## src/hdl/assert_macros.svh

```systemverilog
// ---------------------------------------------------------------------------
// assert_macros.svh
// Assertion macros shared by the RTL; empty when SYNTHESIS is defined.
// ---------------------------------------------------------------------------
`ifndef ASSERT_MACROS_SVH
`define ASSERT_MACROS_SVH
`ifndef SYNTHESIS
`define ASSERT_IMPL(lbl, clk, rst_n, a, c) \
    lbl: assert property (@(posedge clk) disable iff (!rst_n) (a) |-> (c)) \
        else $error("assertion failed: implication");
`define ASSERT_NEXT(lbl, clk, rst_n, a, c) \
    lbl: assert property (@(posedge clk) disable iff (!rst_n) (a) |=> (c)) \
        else $error("assertion failed: next cycle");
`define ASSERT_ALWAYS(lbl, clk, rst_n, c) \
    lbl: assert property (@(posedge clk) disable iff (!rst_n) (c)) \
        else $error("assertion failed: invariant");
`else
`define ASSERT_IMPL(lbl, clk, rst_n, a, c)
`define ASSERT_NEXT(lbl, clk, rst_n, a, c)
`define ASSERT_ALWAYS(lbl, clk, rst_n, c)
`endif
`endif

```

## src/hdl/c8_pkg.sv

```systemverilog
// ---------------------------------------------------------------------------
// c8_pkg
// Types, constants and decode helpers for the CHIP-8 instruction core.
// ---------------------------------------------------------------------------
package c8_pkg;

    localparam int MEM_BYTES      = 4096;
    localparam int MEM_AW         = 12;
    localparam int DISP_BYTES     = 256;
    localparam int DISP_AW        = 8;
    localparam int STACK_DEPTH_DEF = 16;
    localparam logic [11:0] START_RESET = 12'h200;

    localparam logic [1:0] CMD_WRITE = 2'd0;
    localparam logic [1:0] CMD_EXEC  = 2'd1;
    localparam logic [1:0] CMD_READ  = 2'd2;

    // instruction classes, pick the sequence after execute
    localparam logic [2:0] CLS_SIMPLE = 3'd0;
    localparam logic [2:0] CLS_FLAG   = 3'd1;
    localparam logic [2:0] CLS_DRAW   = 3'd2;
    localparam logic [2:0] CLS_BCD    = 3'd3;
    localparam logic [2:0] CLS_STORE  = 3'd4;
    localparam logic [2:0] CLS_LOAD   = 3'd5;

    typedef struct packed {
        logic [1:0]  cmd;
        logic [11:0] address;
        logic [7:0]  data;
        logic [15:0] keys;
        logic [7:0]  random_byte;
    } req_t;

    typedef struct packed {
        logic [11:0] pc;
        logic [15:0] opcode;
        logic [7:0]  display_byte;
        logic        draw_flag;
        logic        beep;
        logic        waiting_for_key;
        logic        unknown_opcode;
    } rsp_t;

    typedef struct packed {
        logic clr;
        logic take;
        logic cap_hi;
        logic cap_lo;
        logic rd_regs;
        logic exec;
        logic vf_wr;
        logic dm_rd;
        logic dm_row;
        logic da;
        logic db;
        logic bcd;
        logic st_rd;
        logic st_wr;
        logic ld_rd;
        logic ld_wr;
        logic finish;
    } ctl_t;

    typedef struct packed {
        logic       clr_last;
        logic [2:0] cls;
        logic       n_zero;
        logic       cnt_last;
        logic       out_busy;
    } stat_t;

    typedef struct packed {
        logic [2:0] cls;
        logic       unk;
    } dec_t;

    function automatic dec_t decode(input logic [15:0] op);
        dec_t d;
        d.cls = CLS_SIMPLE;
        d.unk = 1'b0;
        case (op[15:12])
            4'h0: d.unk = !(op == 16'h00E0 || op == 16'h00EE);
            4'h5, 4'h9: d.unk = (op[3:0] != 4'h0);
            4'h8:
            begin
                case (op[3:0])
                    4'h0, 4'h1, 4'h2, 4'h3: d.cls = CLS_SIMPLE;
                    4'h4, 4'h5, 4'h6, 4'h7, 4'hE: d.cls = CLS_FLAG;
                    default: d.unk = 1'b1;
                endcase
            end
            4'hD: d.cls = CLS_DRAW;
            4'hE: d.unk = !(op[7:0] == 8'h9E || op[7:0] == 8'hA1);
            4'hF:
            begin
                case (op[7:0])
                    8'h07, 8'h0A, 8'h15, 8'h18, 8'h29: d.cls = CLS_SIMPLE;
                    8'h1E: d.cls = CLS_FLAG;
                    8'h33: d.cls = CLS_BCD;
                    8'h55: d.cls = CLS_STORE;
                    8'h65: d.cls = CLS_LOAD;
                    default: d.unk = 1'b1;
                endcase
            end
            default: d.unk = 1'b0;
        endcase
        return d;
    endfunction

    // decimal digit k of v: 0 hundreds, 1 tens, 2 ones
    function automatic logic [7:0] bcd_digit(input logic [7:0] v, input logic [1:0] k);
        logic [1:0]  h;
        logic [7:0]  r;
        logic [17:0] m;
        logic [3:0]  t;
        logic [7:0]  o;
        h = (v >= 8'd200) ? 2'd2 : ((v >= 8'd100) ? 2'd1 : 2'd0);
        r = v - 8'(h * 7'd100);
        m = 18'(r) * 18'd205;   // r / 10 for r < 100
        t = m[14:11];
        o = r - 8'(t * 4'd10);
        case (k)
            2'd0: bcd_digit = {6'd0, h};
            2'd1: bcd_digit = {4'd0, t};
            default: bcd_digit = o;
        endcase
    endfunction

endpackage

```

## src/hdl/c8_ctrl.sv

```systemverilog
// ---------------------------------------------------------------------------
// c8_ctrl
// Sequencer: memory clear, fetch, execute and the multi-cycle instruction steps.
// ---------------------------------------------------------------------------
module c8_ctrl (
    input  logic           clk,
    input  logic           rst_n,
    input  logic           in_valid,
    input  logic [1:0]     in_cmd,
    input  c8_pkg::stat_t  st,
    output logic           ready,
    output c8_pkg::ctl_t   ctl
);

    localparam logic [4:0] S_CLR  = 5'd0;
    localparam logic [4:0] S_IDLE = 5'd1;
    localparam logic [4:0] S_F1   = 5'd2;
    localparam logic [4:0] S_F2   = 5'd3;
    localparam logic [4:0] S_RV   = 5'd4;
    localparam logic [4:0] S_EX   = 5'd5;
    localparam logic [4:0] S_VF   = 5'd6;
    localparam logic [4:0] S_DM0  = 5'd7;
    localparam logic [4:0] S_DM1  = 5'd8;
    localparam logic [4:0] S_DA   = 5'd9;
    localparam logic [4:0] S_DB   = 5'd10;
    localparam logic [4:0] S_BCD  = 5'd11;
    localparam logic [4:0] S_ST0  = 5'd12;
    localparam logic [4:0] S_ST1  = 5'd13;
    localparam logic [4:0] S_LD0  = 5'd14;
    localparam logic [4:0] S_LD1  = 5'd15;
    localparam logic [4:0] S_FIN  = 5'd16;

    logic [4:0] state_reg;
    logic [4:0] state_next;

    always_comb
    begin
        ctl        = '0;
        ready      = 1'b0;
        state_next = state_reg;
        case (state_reg)
            S_CLR:
            begin
                ctl.clr = 1'b1;
                if (st.clr_last)
                begin
                    state_next = S_IDLE;
                end
            end
            S_IDLE:
            begin
                ready = 1'b1;
                if (in_valid)
                begin
                    ctl.take   = 1'b1;
                    state_next = (in_cmd == c8_pkg::CMD_EXEC) ? S_F1 : S_FIN;
                end
            end
            S_F1:
            begin
                ctl.cap_hi = 1'b1;
                state_next = S_F2;
            end
            S_F2:
            begin
                ctl.cap_lo = 1'b1;
                state_next = S_RV;
            end
            S_RV:
            begin
                ctl.rd_regs = 1'b1;
                state_next  = S_EX;
            end
            S_EX:
            begin
                ctl.exec = 1'b1;
                case (st.cls)
                    c8_pkg::CLS_FLAG:  state_next = S_VF;
                    c8_pkg::CLS_DRAW:  state_next = st.n_zero ? S_VF : S_DM0;
                    c8_pkg::CLS_BCD:   state_next = S_BCD;
                    c8_pkg::CLS_STORE: state_next = S_ST0;
                    c8_pkg::CLS_LOAD:  state_next = S_LD0;
                    default:           state_next = S_FIN;
                endcase
            end
            S_VF:
            begin
                ctl.vf_wr  = 1'b1;
                state_next = S_FIN;
            end
            S_DM0:
            begin
                ctl.dm_rd  = 1'b1;
                state_next = S_DM1;
            end
            S_DM1:
            begin
                ctl.dm_row = 1'b1;
                state_next = S_DA;
            end
            S_DA:
            begin
                ctl.da     = 1'b1;
                state_next = S_DB;
            end
            S_DB:
            begin
                ctl.db     = 1'b1;
                state_next = st.cnt_last ? S_VF : S_DM0;
            end
            S_BCD:
            begin
                ctl.bcd = 1'b1;
                if (st.cnt_last)
                begin
                    state_next = S_FIN;
                end
            end
            S_ST0:
            begin
                ctl.st_rd  = 1'b1;
                state_next = S_ST1;
            end
            S_ST1:
            begin
                ctl.st_wr  = 1'b1;
                state_next = st.cnt_last ? S_FIN : S_ST0;
            end
            S_LD0:
            begin
                ctl.ld_rd  = 1'b1;
                state_next = S_LD1;
            end
            S_LD1:
            begin
                ctl.ld_wr  = 1'b1;
                state_next = st.cnt_last ? S_FIN : S_LD0;
            end
            S_FIN:
            begin
                if (!st.out_busy)
                begin
                    ctl.finish = 1'b1;
                    state_next = S_IDLE;
                end
            end
            default: state_next = S_IDLE;
        endcase
    end

    always_ff @(posedge clk or negedge rst_n)
    begin
        if (!rst_n)
        begin
            state_reg <= S_CLR;
        end
        else
        begin
            state_reg <= state_next;
        end
    end

endmodule

```

## config.mk

```make
export PLATFORM = sky130hd
export DESIGN_NAME = c8_ctrl
export DESIGN_NICKNAME = d
export VERILOG_FILES = /design/src/hdl/assert_macros.svh /design/src/hdl/c8_pkg.sv /design/src/hdl/c8_ctrl.sv
export SDC_FILE = /design/constraint.sdc
export NUM_CORES = 1
export LEC_CHECK = 0
export BUFFER_PORTS_ARGS = -buffer_cell sky130_fd_sc_hd__buf_2
export CAP_MARGIN = 20
export CORE_AREA = 2 2 39 41
export CTS_BUF_LIST = sky130_fd_sc_hd__clkbuf_2
export DETAILED_ROUTE_END_ITERATION = 10
export DIE_AREA = 0 0 41 43
export PLACE_DENSITY_LB_ADDON = 0.05
export SYNTH_ARGS = -nofsm -noshare
export SYNTH_HDL_FRONTEND = slang
export SYNTH_SLANG_ARGS = --single-unit
export TNS_END_PERCENT = 30
```

## constraint.sdc

```tcl
create_clock -name clk -period 2.4 [get_ports clk]
set_input_delay 0.48 -clock clk [delete_from_list [all_inputs] [get_ports clk]]
set_output_delay 0.48 -clock clk [all_outputs]
set_load 0.01 [all_outputs]
```

* Yosys cells after proc, flatten, opt, wreduce, memory -nomap -nowiden *
Index checks and enable logic that the tools add are counted.

word-level totals
  bits in registers = 5
  output and inout port bits = 18
  logic and storage cells = 60
  input port bits = 12

cells by class
  equality and inequality tests = 26
  reductions and logical operators = 2
  multiplexer cells = 31

operators with widths
  operator                                        number
  one-hot mux 5 bit (17 select lines)             1
  == test 5 x 4 -> 1 bit (second input constant)  8
  2-to-1 mux 5 bit                                7
  one-hot mux 5 bit (5 select lines)              1
  2-to-1 mux 1 bit                                22
  == test 5 x 3 -> 1 bit (second input constant)  4
  == test 5 x 2 -> 1 bit (second input constant)  2
  inequality test 2 bit (second input constant)   4
  == test 3 x 2 -> 1 bit (second input constant)  2
  == test 3 bit (second input constant)           2
  == test 5 x 1 -> 1 bit (second input constant)  1
  == test 5 bit (second input constant)           1
  logical NOT 5 bit                               1
  AND reduction 4 bit                             1
  == test 3 x 1 -> 1 bit (second input constant)  1
  == test 2 x 1 -> 1 bit (second input constant)  1

* Longest topological paths before layout *
Gate-level depths: netlist (run 1).

  depth after elaboration = 4
  gate-level depth with buffers = 5
  gate-level depth less buffers = 5

* Worst setup path before layout (run 1) *
No wires, ideal clock.

  kind = register -> output
  start = reg state_reg[4]
  end = out ctl[8] (netlist name)
  path buffers = 1
  stages on the path, launching flop included = 4
  data arrival time = 1.193 ns
  path slack = 0.727 ns
  required time = 1.920 ns
  cells stage by stage = dfrtp_1 -> clkbuf_1 -> or3b_1 -> nor3_2

RTL lines
  item                    line            source
  start, declared         c8_ctrl.sv:33   logic [4:0] state_reg;
  start signal, assigned  c8_ctrl.sv:159  state_reg <= state_next;
  end, declared           c8_ctrl.sv:12   output c8_pkg::ctl_t ctl

==> qor.csv, run 1 <==
stage,metric,value,unit
run_status,status,finished clean,
die,initial_core_util,45.57,%
detailed_routing,vias,757,
clock_network,cts_buffers,3,
die,die_x,41,microns
setup_path,path_class,flop to output port,
timing,skew,0.003473,ns
layout,layout_common_cells,"buf_2, nor2_1, nand2b_1",
clock_network,htree_levels,1,
power,ir_drop,409.5,uV
layout,final_util,56.87,%
synthesis,synth-seq-cells,5,
placement,portBuffers,29,
synthesis,synth_cell_type_count,39,
die,io_pins,30,
layout,final_nets,128,
timing,final.setup.tns,0,ns
global_route,grt_pass1_vias,636,
layout,num_antenna_cells,0,
layout,nFillCells,135,
synthesis,seq_area_frac_synth,19.84,%
placement,gp_congestion,0.8629,
die,rows,14,
layout,drive_above_1_share,34.21,%
layout,final_area,787.0,sq um
detailed_routing,first_pass_iters,4,
clock_network,clock_latency,0.23,ns
die,core_area,1384,sq um
clock_network,tritoncts,built,
global_route,grt_use_total,21.81,%
detailed_routing,drc,0,
layout,largest_reg_flops,5,
detailed_routing,viasPerCell,5.823,
setup_path,worst-endpoint-arrival,1.64,ns
detailed_routing,drtIter0Drc,23,
timing,fmax,472.2,MHz
synthesis,synth_area,630.6,sq um
global_route,grt-ovfl-total,0,
timing,slew_viol_final,0,
power,p_per_area,1100,nW/um^2
timing,relSlewSlack,72.47,%
detailed_routing,wire_per_inst,12.69,microns
clock_network,clock-sinks,5,
die,dieArea,1763,sq um
setup_path,crit_required,1.92,ns
setup_path,r2r-start,state_reg[2],
job,drv_cap,0,
synthesis,yosys_warnings,0,
timing,finalHoldViolCount,0,
power,cellLeakagePower,0.3649,nW
setup_path,reg2reg_slack,0.80,ns
timing,layout_min_cycle_time,2.118,ns
min_path,min_path_type,input port to asynchronous set/reset pin,
setup_path,crit_start,state_reg[3],
placement,placed_area,767.0,sq um
die,chipHeight,43,microns
timing,tightestPinTransition,0.4026,ns
synthesis,syn_inst,86,
detailed_routing,wl,1.650,mm
clock_network,clockBufferDepth,2,
timing,finalCritPeriodShare,88.24,%
global_route,grt_max_degree,16,
timing,rsz0062_at_grt,false,
clock_network,cts_resized,0,
clock_network,cts_hold_buffers,0,
layout,areaGrowthSynthToFinish,24.80,%
timing,setup_viol,0,
clock_network,post-cts-setup-buffers,0,
detailed_routing,ant_nets,0,
synthesis,avgSynthCellArea,7.333,sq um
placement,hpwl,1.294,mm
setup_path,r2r_cells,4,
global_route,grt_pass1_wl,2.711,mm
setup_path,rr_endpoint,state_reg[1],
setup_path,crit_path_max_fanout,14,
setup_path,start_kind,flop,
global_route,antenna_found_initial,0,
synthesis,syn_nets,99,
layout,final_common_cell,buf_2,
clock_network,cts.clk_slew.worst_paths,0.06,ns
setup_path,cp-end-kind,output port,
clock_network,clockRootBuffer,clkbuf_2,
==> routing by layer <==
metal	track usage [%]	vias to the layer above	share of wire [%]
li1	-	372	-
met1	30.65	360	44
met2	33.44	21	50
met3	0	4	3.6
met4	10.00	0	2.1
met5	0	-	0
==> synth_stat cells <==
cell       instances  area (sq um)
a2111oi_0          1         8.760
a21boi_1           1         7.510
a21oi_1            4         20.02
a221o_1            1         10.01
a22oi_1            1         7.510
and2_1             1         6.260
buf_2              2         10.01
buf_4              2         15.01
clkbuf_1           1         3.750
dfrtp_1            5         125.1
ha_1               1         12.51
inv_1              3         11.26
mux2i_1            2         20.02
nand2_1            4         15.01
nand2b_1           8         50.05
nand3_1            2         10.01
nand3b_1           2         15.01
nand3b_2           1         11.26
nand4_1            1         6.260
nor2_1            12         45.04
nor2_2             1         6.260
nor2_4             1         11.26
nor2b_1            1         6.260
nor3_1             4         20.02
nor3_2             1         10.01
nor3b_1            1         7.510
o211ai_1           2         15.01
o21a_1             1         7.510
o21ai_0            4         20.02
o21ai_1            4         20.02
o22ai_1            1         6.260
o2bb2ai_1          1         8.760
o31a_1             1         8.760
o31ai_1            1         7.510
o32ai_1            2         17.52
or2b_1             1         7.510
or3_4              1         11.26
or3b_1             2         17.52
or3b_4             1         11.26
==> area by class of cell <==
class	count	area (sq um)	area share [%]
well taps	16	20.02	2.544
multi-input cells	73	465.4	59.14
flip-flops and latches	5	125.1	15.90
repair buffers	29	145.1	18.44
inverters	3	11.26	1.431
clock buffers	4	20.02	2.544
==> worst max-delay path by stage <==
stage,endpoint,slack (ns),cells after the start
2_1_floorplan,ctl[8],0.73,3
3_3_place_gp,ctl[15],0.55,4
3_5_place_dp,ctl[0],0.54,4
4_1_cts,ctl[0],0.28,4
5_1_grt,ctl[0],0.17,4
6_report,ctl[15],0.28,4
==> power breakdown <==
group	internal, W	switching [W]
Combinational	0.000249	0.000290
Clock	0.0000442	0.0000394
Sequential	0.000118	0.000125
==> worst max-delay path: stages, from the launching register on <==
cell,delay (ns)
dfrtp_1,0.54
or3_4,0.47
nor2_2,0.14
and2_1,0.14
buf_2,0.12
==> cell families (layout without fill, tap and decap cells) <==
| logic type | after synthesis | after routing | synth area share (%) |
|---|---|---|---|
| DFF | 5 | 5 | 19.84 |
| buffers and inverters | 8 | 36 | 6.348 |
| AOI/OAI and AO/OA | 25 | 25 | 26.19 |
| adders and majority gates | 1 | 1 | 1.984 |
| muxes | 2 | 2 | 3.175 |
| and+or+nand+nor | 45 | 45 | 42.46 |
==> through the flow <==
stage / hold WS (ns) / setup slack, ns / cells / total power (W)
6_report: 0.05365 / 0.2823 / 130 / 0.0008654
5_1_grt: 0.05811 / 0.1704 / 130 / 0.0009375
4_1_cts: 0.04960 / 0.2804 / 130 / 0.0008624
3_5_place_dp: 0.3022 / 0.5377 / 126 / 0.0007778
3_3_place_gp: 0.2984 / 0.5510 / 126 / 0.0007732
2_1_floorplan: 0.1844 / 0.7272 / 86 / 0.0006457
No activity file was read; power rests on OpenSTA's default activity.
==> run 2: changes to the inputs <==
CORE_AREA = 5 5 42 44   (was 2 2 39 41)
DIE_AREA = 0 0 47 49   (was 0 0 41 43)
==> qor.csv, run 2 (synthesis gave the netlist of run 1 again) <==
stage,metric,value,unit,change
layout,drive_above_1_share,34.21,%,unchanged
power,cellLeakagePower,0.3649,nW,unchanged
die,rows,14,,unchanged
layout,largest_reg_flops,5,,unchanged
timing,relSlewSlack,69.73,%,was 72.47%
timing,finalHoldViolCount,0,,unchanged
layout,final_common_cell,buf_2,,unchanged
layout,layout_common_cells,"buf_2, nor2_1, nand2b_1",,unchanged
clock_network,htree_levels,1,,unchanged
power,ir_drop,401.8,uV,was 409.5 uV
clock_network,clock_latency,0.24,ns,was 0.23 ns
setup_path,cp-end-kind,output port,,unchanged
power,p_per_area,1108,nW/um^2,was 1100 nW/um^2
die,core_area,1401,sq um,was 1384 sq um
setup_path,rr_endpoint,state_reg[1],,unchanged
die,dieArea,2303,sq um,was 1763 sq um
setup_path,max_stage_delay,0.54,ns,about the same
clock_network,clockBufferDepth,2,,unchanged
detailed_routing,wl,1.765,mm,was 1.650 mm
min_path,min_path_type,input port to asynchronous set/reset pin,,unchanged
clock_network,cts_hold_buffers,0,,unchanged
setup_path,crit_path_max_fanout,14,,unchanged
setup_path,r2r_cells,4,,unchanged
global_route,antenna_found_initial,0,,unchanged
timing,fmax,457.4,MHz,was 472.2 MHz
setup_path,r2r-start,state_reg[2],,unchanged
clock_network,cts_resized,0,,unchanged
setup_path,path_class,flop to output port,,unchanged
layout,num_antenna_cells,0,,unchanged
detailed_routing,ant_nets,0,,unchanged
global_route,grt_pass1_wl,2.973,mm,was 2.711 mm
run_status,status,finished clean,,unchanged
timing,rsz0062_at_grt,false,,unchanged
power,p_total,0.0008718,W,was 0.0008654 W
placement,portBuffers,29,,unchanged
detailed_routing,wire_per_inst,13.58,microns,was 12.69 microns
global_route,grt-ovfl-total,0,,unchanged
detailed_routing,drtIter0Drc,13,,was 23
global_route,grt_use_total,17.29,%,was 21.81%
timing,setup_viol,0,,unchanged
timing,skew,0.004770,ns,was 0.003473 ns
global_route,grt_pass1_vias,668,,was 636
setup_path,crit_start,state_reg[3],,unchanged
timing,slew_viol_final,0,,unchanged
layout,fin_cells,130,,unchanged
placement,hpwl,1.386,mm,was 1.294 mm
setup_path,critPathSlowestCell,dfrtp_1,,unchanged
die,initial_core_util,45.00,%,was 45.57%
clock_network,cts.clk_slew.worst_paths,0.07,ns,was 0.06 ns
setup_path,worst-endpoint-arrival,1.71,ns,was 1.64 ns
clock_network,tritoncts,built,,unchanged
clock_network,post-cts-setup-buffers,0,,unchanged
detailed_routing,vias,759,,was 757
timing,tightestPinTransition,0.4540,ns,was 0.4026 ns
setup_path,start_kind,flop,,unchanged
timing,finalCritPeriodShare,91.10,%,was 88.24%
job,drv_cap,0,,unchanged
placement,gp_congestion,0.7999,,was 0.8629
clock_network,clockRootBuffer,clkbuf_2,,unchanged
setup_path,path_cells,"nor3_1, nand2b_1, nor3b_1, buf_2",,"was or3_4, nor2_2, and2_1, buf_2"
setup_path,crit_required,1.92,ns,about the same
setup_path,reg2reg_slack,0.80,ns,about the same
clock_network,cts_buffers,3,,unchanged
layout,final_nets,128,,unchanged
layout,areaGrowthSynthToFinish,24.80,%,unchanged
detailed_routing,drc,0,,unchanged
detailed_routing,first_pass_iters,4,,unchanged
global_route,grt_max_degree,16,,unchanged
placement,place_ws,0.5014,ns,was 0.5377 ns
timing,layout_min_cycle_time,2.186,ns,was 2.118 ns
setup_path,path_buf_inv,1,,unchanged
clock_network,clock-sinks,5,,unchanged
setup_path,cp_top_family,simple AND/OR/NAND/NOR gates,,unchanged
die,die_x,47,microns,was 41 microns
die,io_pins,30,,unchanged
timing,fin_ws,0.2136,ns,was 0.2823 ns
die,chipHeight,49,microns,was 43 microns
timing,final.setup.tns,0,ns,unchanged
detailed_routing,viasPerCell,5.838,,was 5.823
placement,dp.cells,126,,unchanged
==> run 2: cell counts in the layout (fill, tap and decap cells not counted) <==
Identical to the previous run, type by type.
==> run 2: through the flow <==
step	hold WS (ns)	utilization (%)	area, sq um
4_1_cts	0.04644	56.16	787.0
3_3_place_gp	0.2993	54.73	767.0
3_5_place_dp	0.3022	54.73	767.0
2_1_floorplan	0.1844	-	630.6
6_report	0.04725	56.16	787.0
5_1_grt	0.03905	56.16	787.0
==> run 2: report_power, final <==
part	internal [W]	switching, W	total (W)
clock network	0.0000442	0.0000423	0.0000865
logic	0.000249	0.000288	0.000537
registers	0.000118	0.000131	0.000249
==> run 2: metal layers <==
layer | track usage (%) | up-vias | share of wire (%)
li1 | - | 369 | -
met1 | 23.01 | 360 | 43
met2 | 25.79 | 25 | 49
met3 | 2.214 | 5 | 5.6
met4 | 9.677 | 0 | 2.2
met5 | 0 | - | 0
==> run 2: final cells by class <==
class                      instances  area (sq um)
inverter                           3         11.26
sequential                         5         125.1
fill                             166         614.3
multi-input combinational         73         465.4
clock buffer                       4         20.02
timing repair buffer              29         145.1
tap                               16         20.02
==> run 2: how the worst max path moves through the flow <==
stage,endpoint,depth (start not counted)
floorplan,ctl[8],3
global placement,ctl[15],4
detailed placement,ctl[0],4
CTS,ctl[0],4
global route,ctl[0],4
finish,ctl[0],4
==> run 3: changes to the inputs <==
PLACE_DENSITY_LB_ADDON = 0.1   (was 0.05)
==> qor.csv, run 3 (synthesis gave the netlist of run 1 again) <==
stage,metric,value,unit,change
layout,drive_above_1_share,34.21,%,unchanged
timing,finalCritPeriodShare,89.66,%,was 91.10%
layout,multi_input_area,465.4,sq um,unchanged
timing,skew,0.002695,ns,was 0.004770 ns
die,rows,14,,unchanged
global_route,grt_pass1_wl,2.904,mm,was 2.973 mm
detailed_routing,viasPerCell,5.746,,was 5.838
die,initial_core_util,45.00,%,unchanged
clock_network,clock-sinks,5,,unchanged
timing,layout_min_cycle_time,2.152,ns,was 2.186 ns
setup_path,max_stage_delay,0.53,ns,was 0.54 ns
detailed_routing,wl,1.799,mm,was 1.765 mm
timing,finalHoldViolCount,0,,unchanged
power,clkPwrFrac,8.7,%,was 9.9%
clock_network,cts_resized,0,,unchanged
power,power_frac_seq,28.6,%,was 28.5%
clock_network,cts_buffers,3,,unchanged
layout,layout_common_cells,"buf_2, nor2_1, nand2b_1",,unchanged
clock_network,clock_latency,0.21,ns,was 0.24 ns
global_route,grt-ovfl-total,0,,unchanged
clock_network,cts_hold_buffers,0,,unchanged
power,ir_drop,446.1,uV,was 401.8 uV
die,chipHeight,49,microns,unchanged
detailed_routing,first_pass_iters,4,,unchanged
detailed_routing,drc,0,,unchanged
layout,final_nets,128,,unchanged
timing,tightestPinTransition,0.4577,ns,was 0.4540 ns
clock_network,cts.clk_slew.worst_paths,0.05,ns,was 0.07 ns
layout,nFillCells,156,,was 166
die,die_x,47,microns,unchanged
layout,regArea,125.1,sq um,unchanged
setup_path,worst-endpoint-arrival,1.67,ns,was 1.71 ns
setup_path,crit_start,state_reg[3],,unchanged
timing,slew_viol_final,0,,unchanged
power,p_per_area,1096,nW/um^2,was 1108 nW/um^2
power,switching_share,52.25,%,was 52.88%
global_route,grtUsageMet1,20.97,%,was 23.01%
setup_path,path_class,flop to output port,,unchanged
layout,areaGrowthSynthToFinish,24.80,%,unchanged
detailed_routing,vias,747,,was 759
timing,relSlewSlack,69.49,%,was 69.73%
global_route,use_met3,2.214,%,unchanged
die,dieArea,2303,sq um,unchanged
setup_path,path_buf_inv,1,,unchanged
placement,hpwl,1.424,mm,was 1.386 mm
setup_path,r2r-start,state_reg[1],,was state_reg[2]
setup_path,path_cells,"nor3_1, nand2b_1, nor3b_1, buf_2",,unchanged
detailed_routing,ant_nets,0,,unchanged
run_status,status,finished clean,,unchanged
setup_path,cp_top_family,simple AND/OR/NAND/NOR gates,,unchanged
power,switching_power,0.0004507,W,was 0.0004611 W
clock_network,clockBufferDepth,2,,unchanged
global_route,grt-busiest-layer,met2,,unchanged
clock_network,clockRootBuffer,clkbuf_2,,unchanged
timing,holdWs,0.07268,ns,was 0.04725 ns
layout,num_antenna_cells,0,,unchanged
setup_path,critPathSlowestCell,dfrtp_1,,unchanged
power,cellLeakagePower,0.3649,nW,unchanged
power,p_int,0.0004119,W,was 0.0004108 W
global_route,grt_pass1_vias,699,,was 668
min_path,min_path_type,input port to asynchronous set/reset pin,,unchanged
job,drv_cap,0,,unchanged
global_route,antenna_found_initial,0,,unchanged
setup_path,crit_required,1.92,ns,about the same
global_route,grtUsageMet2,27.83,%,was 25.79%
setup_path,crit_path_max_fanout,14,,unchanged
timing,setup_viol,0,,unchanged
setup_path,cp-end-kind,output port,,unchanged
global_route,grt_use_total,16.43,%,was 17.29%
global_route,grt_max_degree,16,,unchanged
layout,final_common_cell,buf_2,,unchanged
timing,final.setup.tns,0,ns,unchanged
layout,final_util,56.16,%,unchanged
die,core_area,1401,sq um,unchanged
detailed_routing,drtIter0Drc,24,,was 13
layout,largest_reg_flops,5,,unchanged
power,combPwrFrac,62.7,%,was 61.5%
clock_network,htree_levels,1,,unchanged
detailed_routing,wire_per_inst,13.84,microns,was 13.58 microns
clock_network,tritoncts,built,,unchanged
setup_path,start_kind,flop,,unchanged
placement,gp_congestion,0.7903,,was 0.7999
placement,portBuffers,29,,unchanged
timing,fmax,464.7,MHz,was 457.4 MHz
timing,rsz0062_at_grt,false,,unchanged
clock_network,post-cts-setup-buffers,0,,unchanged
die,io_pins,30,,unchanged
run 3: cell counts in the layout (fill, tap and decap cells not counted):
Identical to the previous run, type by type.
run 3: through the flow:
stage / area, sq um / worst slack [ns] / instances / total power, W
2_1_floorplan: 630.6 / 0.7272 / 86 / 0.0006457
3_3_place_gp: 767.0 / 0.5767 / 126 / 0.0007808
3_5_place_dp: 767.0 / 0.5173 / 126 / 0.0007886
4_1_cts: 787.0 / 0.2717 / 130 / 0.0008648
5_1_grt: 787.0 / 0.1255 / 130 / 0.0009378
6_report: 787.0 / 0.2482 / 130 / 0.0008626
run 3: per-layer routing:
metal / part of all wire, % / up-vias
li1: - / 370
met1: 43 / 347
met2: 51 / 30
met3: 5.5 / 0
met4: 0 / 0
met5: 0 / -
run 3: area by class of cell:
class                   count  share of cell area, %
well taps                  16                  2.544
repair buffers             29                  18.44
multi-input cells          73                  59.14
clock buffers               4                  2.544
inverters                   3                  1.431
flip-flops and latches      5                  15.90
run 3: path summary, 6_finish.rpt:
| check | to | slack [ns] | cells past startpoint |
|---|---|---|---|
| max reg2reg | state_reg[4] | 0.81 | 4 |
| max | ctl[0] | 0.25 | 4 |
| min | state_reg[1] | 0.07 | 1 |
| min reg2reg | state_reg[2] | 0.75 | 1 |
| min in group clk | state_reg[4] | 0.57 | 3 |
| max in group asynchronous | state_reg[4] | 2.20 | 1 |
run 3: power groups by stage:
stage                     logic [W]  clock network, W  registers (W)
after CTS                  0.000543         0.0000783       0.000244
after floorplan            0.000494                 0       0.000152
final                      0.000540         0.0000752       0.000247
after detailed placement   0.000543                 0       0.000246
after global placement     0.000536                 0       0.000245
after global routing       0.000598         0.0000832       0.000257
